[src/rtl/core/seed_key_feistel_cipher_assert.svh]
// ----------------------------------------------------------------------------
// seed_key_feistel_cipher assertion macros
// Shorthand for clocked, reset-qualified concurrent assertions.
// ----------------------------------------------------------------------------
`ifndef SEED_KEY_FEISTEL_CIPHER_ASSERT_SVH
`define SEED_KEY_FEISTEL_CIPHER_ASSERT_SVH

// Same-cycle implication, checked out of reset only.
`define SKFC_ASSERT_NOW(label, ante, cons) \
    label: assert property (@(posedge i_clk) disable iff (!i_rst_n) (ante) |-> (cons)) \
        else $error("skfc same-cycle check failed");

// Next-cycle implication, checked out of reset only.
`define SKFC_ASSERT_NEXT(label, ante, cons) \
    label: assert property (@(posedge i_clk) disable iff (!i_rst_n) (ante) |=> (cons)) \
        else $error("skfc next-cycle check failed");

`endif

[src/rtl/core/skfc_pkg.sv]
`timescale 1ns / 1ps
// ----------------------------------------------------------------------------
// skfc_pkg
// Types, constants and the substitution table of the seed/key cipher.
// ----------------------------------------------------------------------------
package skfc_pkg;

    typedef logic [31:0] t_word;
    typedef logic [15:0] t_half;
    typedef logic [3:0]  t_nibble;

    localparam int NUM_ROUNDS       = 16;
    localparam int ROUNDS_PER_STAGE = 2;
    localparam int NUM_STAGES       = NUM_ROUNDS / ROUNDS_PER_STAGE;
    localparam int NUM_KEY_PAIRS    = NUM_ROUNDS / 2;
    localparam int KEY_IDX_W        = $clog2(NUM_KEY_PAIRS);
    localparam int CFG_IDX_W        = KEY_IDX_W + 1;
    localparam int NUM_NIBBLES      = 4;
    localparam int ROT_RIGHT        = 3;

    localparam t_nibble SBOX [32] = '{
        4'h5, 4'h6, 4'h7, 4'h1, 4'h9, 4'hC, 4'hD, 4'h8,
        4'hA, 4'hD, 4'h2, 4'hB, 4'hF, 4'h4, 4'h0, 4'h3,
        4'hB, 4'h4, 4'h6, 4'h0, 4'hF, 4'h2, 4'hD, 4'h9,
        4'h5, 4'hC, 4'h1, 4'hA, 4'h3, 4'hD, 4'hE, 4'h8
    };

    localparam t_word KEY_RESET [NUM_KEY_PAIRS] = '{
        32'hCA580FE9, 32'hDFF15E90, 32'hF591690B, 32'h5C7B1794,
        32'h98E5A7BF, 32'hA1C90B63, 32'hF41379BF, 32'hA89582B1
    };

endpackage

[src/rtl/core/seed_key_feistel_cipher.sv]
`timescale 1ns / 1ps
// ----------------------------------------------------------------------------
// seed_key_feistel_cipher
// Sixteen-round Feistel challenge/response cipher, fully pipelined.
// ----------------------------------------------------------------------------
// The block turns a 32-bit challenge seed into a 32-bit response key. It takes
// one item per clock while o_in_stall is low, and returns the responses in order:
// the sixteen rounds are laid out as eight register stages of two rounds each.
// Each stage holds its item while the stage after it is full and stalled, so
// bubbles close up and the input keeps taking items while a finished response
// waits at the output. Round keys live in eight 32-bit registers written over
// the configuration port: register i holds round key 2i in bits 15:0 and round
// key 2i+1 in bits 31:16, and reset loads the standard key set. Writes to an
// index of 8 or above are accepted and dropped. Change keys only while the
// pipeline is empty; items in flight read the live registers.
// ----------------------------------------------------------------------------
module seed_key_feistel_cipher import skfc_pkg::*; (
    input  logic                 i_clk,
    input  logic                 i_rst_n,
    // challenge channel
    input  logic                 i_in_valid,
    output logic                 o_in_stall,
    input  logic [31:0]          i_challenge,
    // response channel
    output logic                 o_out_valid,
    input  logic                 i_out_stall,
    output logic [31:0]          o_response,
    // configuration write channel
    input  logic                 i_cfg_valid,
    output logic                 o_cfg_ready,
    input  logic [CFG_IDX_W-1:0] i_cfg_index,
    input  logic [31:0]          i_cfg_data
);

`include "seed_key_feistel_cipher_assert.svh"

    t_half [NUM_ROUNDS-1:0]       round_key;
    t_half [ROUNDS_PER_STAGE-1:0] stage_key   [NUM_STAGES];
    logic                         stage_valid [NUM_STAGES];
    t_word                        stage_data  [NUM_STAGES];
    logic                         stage_stall [NUM_STAGES];
    logic                         stage_in_valid [NUM_STAGES];
    t_word                        stage_in_data  [NUM_STAGES];
    logic                         stage_out_stall [NUM_STAGES];
    t_word                        final_state;

    skfc_key_regs u_key_regs (
        .i_clk       (i_clk),
        .i_rst_n     (i_rst_n),
        .i_cfg_valid (i_cfg_valid),
        .i_cfg_index (i_cfg_index),
        .i_cfg_data  (i_cfg_data),
        .o_cfg_ready (o_cfg_ready),
        .o_round_key (round_key)
    );

    // Rounds run from key 15 down to key 0: stage s applies keys
    // 15-2s and 14-2s in that order.
    for (genvar s = 0; s < NUM_STAGES; s++) begin : g_stage
        for (genvar j = 0; j < ROUNDS_PER_STAGE; j++) begin : g_key
            assign stage_key[s][j] = round_key[NUM_ROUNDS-1 - s*ROUNDS_PER_STAGE - j];
        end

        if (s == 0) begin : g_first
            assign stage_in_valid[s] = i_in_valid;
            assign stage_in_data[s]  = i_challenge;
        end else begin : g_next
            assign stage_in_valid[s] = stage_valid[s-1];
            assign stage_in_data[s]  = stage_data[s-1];
        end

        if (s == NUM_STAGES-1) begin : g_last
            assign stage_out_stall[s] = i_out_stall;
        end else begin : g_inner
            assign stage_out_stall[s] = stage_stall[s+1];
        end

        skfc_stage u_stage (
            .i_clk       (i_clk),
            .i_rst_n     (i_rst_n),
            .i_valid     (stage_in_valid[s]),
            .i_data      (stage_in_data[s]),
            .i_round_key (stage_key[s]),
            .i_stall     (stage_out_stall[s]),
            .o_valid     (stage_valid[s]),
            .o_data      (stage_data[s]),
            .o_stall     (stage_stall[s])
        );
    end

    // Input stalls only when the first stage is full and cannot drain.
    assign o_in_stall  = stage_stall[0];

    // Final half swap is pure wiring on the last stage register.
    assign final_state = stage_data[NUM_STAGES-1];
    assign o_out_valid = stage_valid[NUM_STAGES-1];
    assign o_response  = {final_state[15:0], final_state[31:16]};

    // A stalled input always means the first stage is occupied.
    `SKFC_ASSERT_NOW(a_in_stall_full, o_in_stall, stage_valid[0])

    // With no output stall every stage moves on: the last valid follows
    // the one before it.
    `SKFC_ASSERT_NEXT(a_flow_free, !i_out_stall,
        o_out_valid == $past(stage_valid[NUM_STAGES-2]))

    // A first stage that is held keeps its item.
    `SKFC_ASSERT_NEXT(a_first_hold, stage_valid[0] && stage_stall[1],
        stage_valid[0] && $stable(stage_data[0]))

    // Writes beyond the key registers leave every round key untouched.
    `SKFC_ASSERT_NEXT(a_cfg_drop,
        i_cfg_valid && o_cfg_ready && (i_cfg_index >= CFG_IDX_W'(NUM_KEY_PAIRS)),
        $stable(round_key))

endmodule

[src/rtl/core/skfc_round.sv]
`timescale 1ns / 1ps
// ----------------------------------------------------------------------------
// skfc_round
// One cipher round: key mix, four table lookups, rotate, Feistel swap.
// ----------------------------------------------------------------------------
module skfc_round import skfc_pkg::*; (
    input  t_word i_state,
    input  t_half i_key,
    output t_word o_state
);

    t_half       lo;
    t_half       hi;
    t_half       x;
    logic [31:0] dup;
    t_half       v;
    t_half       v_rot;

    assign lo  = i_state[15:0];
    assign hi  = i_state[31:16];
    assign x   = lo ^ i_key;
    assign dup = {x, x};

    // The top window wraps into bit 0 through the duplicated copy.
    always_comb begin
        for (int n = 0; n < NUM_NIBBLES; n++) begin
            v[n*4 +: 4] = SBOX[dup[n*4 +: 5]];
        end
    end

    assign v_rot   = {v[ROT_RIGHT-1:0], v[15:ROT_RIGHT]};
    assign o_state = {lo, v_rot ^ hi};

endmodule

[src/rtl/core/skfc_stage.sv]
`timescale 1ns / 1ps
// ----------------------------------------------------------------------------
// skfc_stage
// One pipeline stage: a chain of rounds followed by a data/valid register.
// ----------------------------------------------------------------------------
module skfc_stage import skfc_pkg::*; (
    input  logic                         i_clk,
    input  logic                         i_rst_n,
    input  logic                         i_valid,
    input  t_word                        i_data,
    input  t_half [ROUNDS_PER_STAGE-1:0] i_round_key,
    input  logic                         i_stall,
    output logic                         o_valid,
    output t_word                        o_data,
    output logic                         o_stall
);

    t_word chain [ROUNDS_PER_STAGE+1];
    t_word n_data;
    logic  load;
    logic  r_valid;
    t_word r_data;

    assign chain[0] = i_data;

    for (genvar j = 0; j < ROUNDS_PER_STAGE; j++) begin : g_round
        skfc_round u_round (
            .i_state (chain[j]),
            .i_key   (i_round_key[j]),
            .o_state (chain[j+1])
        );
    end

    assign n_data  = chain[ROUNDS_PER_STAGE];
    // Hold while full and the next stage will not take the item.
    assign o_stall = r_valid & i_stall;
    assign load    = ~o_stall;

    always_ff @(posedge i_clk) begin
        if (!i_rst_n) begin
            r_valid <= 1'b0;
        end else if (load) begin
            r_valid <= i_valid;
        end
    end

    always_ff @(posedge i_clk) begin
        if (load && i_valid) begin
            r_data <= n_data;
        end
    end

    assign o_valid = r_valid;
    assign o_data  = r_data;

endmodule

[src/rtl/core/skfc_key_regs.sv]
`timescale 1ns / 1ps
// ----------------------------------------------------------------------------
// skfc_key_regs
// Round key register file with its write port.
// ----------------------------------------------------------------------------
module skfc_key_regs import skfc_pkg::*; (
    input  logic                   i_clk,
    input  logic                   i_rst_n,
    input  logic                   i_cfg_valid,
    input  logic [CFG_IDX_W-1:0]   i_cfg_index,
    input  t_word                  i_cfg_data,
    output logic                   o_cfg_ready,
    output t_half [NUM_ROUNDS-1:0] o_round_key
);

    t_word r_key_pair [NUM_KEY_PAIRS];
    logic  wr_en;

    assign o_cfg_ready = 1'b1;
    // Drop writes beyond the last key pair.
    assign wr_en = i_cfg_valid && o_cfg_ready
                   && (i_cfg_index < CFG_IDX_W'(NUM_KEY_PAIRS));

    always_ff @(posedge i_clk) begin
        if (!i_rst_n) begin
            for (int i = 0; i < NUM_KEY_PAIRS; i++) begin
                r_key_pair[i] <= KEY_RESET[i];
            end
        end else if (wr_en) begin
            r_key_pair[i_cfg_index[KEY_IDX_W-1:0]] <= i_cfg_data;
        end
    end

    for (genvar i = 0; i < NUM_KEY_PAIRS; i++) begin : g_key
        assign o_round_key[2*i]   = r_key_pair[i][15:0];
        assign o_round_key[2*i+1] = r_key_pair[i][31:16];
    end

endmodule

[config.mk]
export PLATFORM = sky130hd
export DESIGN_NAME = seed_key_feistel_cipher
export DESIGN_NICKNAME = d
export VERILOG_FILES = /design/src/rtl/core/skfc_pkg.sv /design/src/rtl/core/seed_key_feistel_cipher.sv /design/src/rtl/core/skfc_round.sv /design/src/rtl/core/skfc_stage.sv /design/src/rtl/core/skfc_key_regs.sv
export VERILOG_INCLUDE_DIRS = /design/src /design/src/rtl/core
export SDC_FILE = /design/constraint.sdc
export NUM_CORES = 2
export LEC_CHECK = 0
export ABC_CLOCK_PERIOD_IN_PS = 5100
export BUFFER_PORTS_ARGS = -buffer_cell sky130_fd_sc_hd__buf_2
export CORE_MARGIN = 2
export CORE_UTILIZATION = 65
export CTS_CLUSTER_SIZE = 20
export DETAILED_ROUTE_END_ITERATION = 8
export PLACE_DENSITY_LB_ADDON = 0.05
export SLEW_MARGIN = 30
export SYNTH_ARGS = -nofsm -noshare
export SYNTH_HDL_FRONTEND = slang
export SYNTH_SLANG_ARGS = --single-unit
[constraint.sdc]
create_clock -name i_clk -period 5.1 [get_ports i_clk]
set_clock_uncertainty 0.1 [all_clocks]
set_input_delay 1.02 -clock i_clk [delete_from_list [all_inputs] [get_ports i_clk]]
set_output_delay 1.02 -clock i_clk [all_outputs]
set_load 0.05 [all_outputs]
==> results.json <==
{
  "syn_area_sq_um": 42100,
  "cpMostUsedCell": "xnor2_1",
  "cpLargestDelayFamily": "XOR/XNOR gates",
  "timing.slew.headroom": 0.361,
  "gp_congestion": 0.942,
  "cts_tree": "built",
  "area_delta_synth_final_pct": 9.18,
  "crit_type": "reg2reg",
  "synth-warning-count": 0,
  "vias_per_cell": 6.61,
  "post_cts_buffers": 0,
  "hold_class": "reg2reg",
  "ys_top_cells_by_area": "edfxtp_1 (36%), xnor2_1 (8.7%), ha_1 (6.2%)",
  "num-fill-cells": 4761,
  "status": "complete, no violations",
  "cp_max_fo": 11,
  "drtIter0Drc": 4942,
  "synth-edff-count": 512,
  "ctsResizeCount": 0,
  "final_cells": 5034,
  "dp.cells": 4905,
  "ctsHoldBuffers": 0,
  "grt_max_degree": 61,
  "grt-ovfl-total": 0,
  "antenna_left": 0,
  "hold_viol": 0,
  "cp_num_cells": 12,
  "required_ns": 5.37,
  "hold_depth": 1,
  "rsz0062_at_grt": "no",
  "die_y_um": 259,
  "synth.cells.most_frequent": "edfxtp_1 (512), xnor2_1 (418), ha_1 (208), xor2_1 (202), inv_1 (200)",
  "cts.sink_count": 520,
  "routed_wl_um": 122000,
  "synthMostInstantiatedCell": "edfxtp_1",
  "grt_use_total": 0.356,
  "clock_latency_ns": 0.64,
  "drive_above_1_share": 0.111,
  "path_cells": "xnor2_1 -> clkinv_1 -> ha_1 -> nor3_1 -> a311oi_1 -> a31oi_1 -> xnor2_1 -> buf_4 -> xnor2_1 -> a221o_1 -> mux2i_1 -> xor2_1",
  "synth_seq_cells": 520,
  "path_buf_inv": 2,
  "period_needed_ns": 4.57,
  "first_global_vias": 29654,
  "avgSynthCellArea_sq_um": 10.5,
  "clockRootBuffer": "clkbuf_16",
  "fin_tns_setup_ns": 0,
  "rows": 93,
  "synth_top_area_share": 0.365,
  "initial_utilization": 0.656,
  "seq_area_frac_synth": 0.369,
  "slew_violations": 0,
  "drc": 0,
  "antenna_found_initial": 22,
  "path_clk_slew_ns": 0.06,
  "worstPathArrival_ns": 4.84,
  "ys_types": 94,
  "drv_cap": 0,
  "cts_buffer_depth": 3,
  "nets": 4391,
  "netlist_instances": 3995,
  "critical_path.slowest_cell": "xnor2_1",
  "numCtsBuffers": 57,
  "critPathLaunchType": "flop",
  "setup_violations": 0,
  "ys.flop_type": "edfxtp_1",
  "rrSetupSlack_ns": 0.53,
  "dp_hpwl_um": 85600,
  "async_reset_ff_frac": 0,
  "num_vias": 33282,
  "dr.pass1.iters": 8,
  "slowest_delay_ns": 0.69,
  "r2r_cells": 12,
  "grt_pass1_wl_um": 181000,
  "design.die.area_sq_um": 66900,
  "coreArea_sq_um": 64200,
  "synth_top_area_cell": "edfxtp_1",
  "die_w_um": 259,
  "worst_pin_slew_ns": 0.952,
  "ioPinCount": 108,
  "portBuffers": 106,
  "wl_per_cell_um": 24.2,
  "cts_max_level": 2,
  "fmax_mhz": 219,
  "cp-end-kind": "flop",
  "syn_nets": 4276,
  "finalCritPeriodShare": 0.897
}
==> sequential cells by signal, summed over array words and instances (netlist names) <==
| register | flops |
|---|---|
| g_stage.u_stage.o_data | 256 |
| u_key_regs.r_key_pair | 256 |
| g_stage.u_stage.o_valid | 8 |
==> per-layer routing <==
metal,global-route usage,share of wire,vias up
met5,0,0.00038,-
met4,0.175,0.051,8
met3,0.0473,0.092,308
met2,0.565,0.46,1654
met1,0.486,0.39,15958
li1,-,-,15354
==> path summary, 6_finish.rpt <==
| path | start | to |
|---|---|---|
| hold / removal | g_stage[0].u_stage.o_valid | g_stage[1].u_stage.o_valid |
| setup reg to reg | g_stage[3].u_stage.o_data[12] | g_stage[4].u_stage.o_data[7] |
| hold reg to reg | g_stage[0].u_stage.o_valid | g_stage[1].u_stage.o_valid |
| setup / recovery | g_stage[3].u_stage.o_data[12] | g_stage[4].u_stage.o_data[7] |
==> layout by cell type, fill, tap and decap left out, types with 69 or more instances in the layout <==
cell / synthesis / final
o22ai_1: 69 / 69
xnor2_1: 418 / 416
buf_2: 17 / 106
buf_4: 3 / 116
nand2_1: 166 / 165
a211oi_1: 71 / 71
or3_1: 129 / 128
a21oi_1: 135 / 135
mux2i_1: 159 / 159
xor2_1: 202 / 202
nor3_1: 158 / 155
nor2_1: 145 / 145
and2_1: 117 / 117
o21ai_0: 126 / 120
nand3_1: 98 / 98
ha_1: 208 / 208
inv_1: 200 / 200
edfxtp_1: 512 / 512
==> kinds of logic after synthesis <==
logic type	count (synthesis)	share of synthesized area
buffers and inverters	399	0.0373
XOR/XNOR	749	0.195
AO/OA/AOI/OAI	909	0.155
multiplexers	220	0.0598
other	1	0.0000890
flip-flops	520	0.369
AND/OR/NAND/NOR	989	0.122
adder cells (fa/ha/maj)	208	0.0618
==> per-stage QoR <==
step,util,setup WS (ns),area [sq um],hold WS (ns)
final,0.716,0.528,46000,0.382
after CTS,0.715,0.619,45900,0.387
after global placement,0.685,0.436,44000,0.364
after floorplan,-,0.522,42100,0.346
after detailed placement,0.685,0.383,44000,0.369
after global routing,0.715,0.250,45900,0.413
==> area by class of cell <==
type,instances,area [sq um],area share
multi-input cells,3076,25100,0.547
flip-flops and latches,520,15500,0.338
clock buffers,73,1530,0.0332
repair buffers,225,1450,0.0314
well taps,855,1070,0.0233
inverters,230,863,0.0188
clock inverters,31,349,0.00759
diodes,24,60.1,0.00131
Power is left out: the tool's default activity adds up to more than one toggle a clock period on the data nets, which glitch-free logic cannot reach.
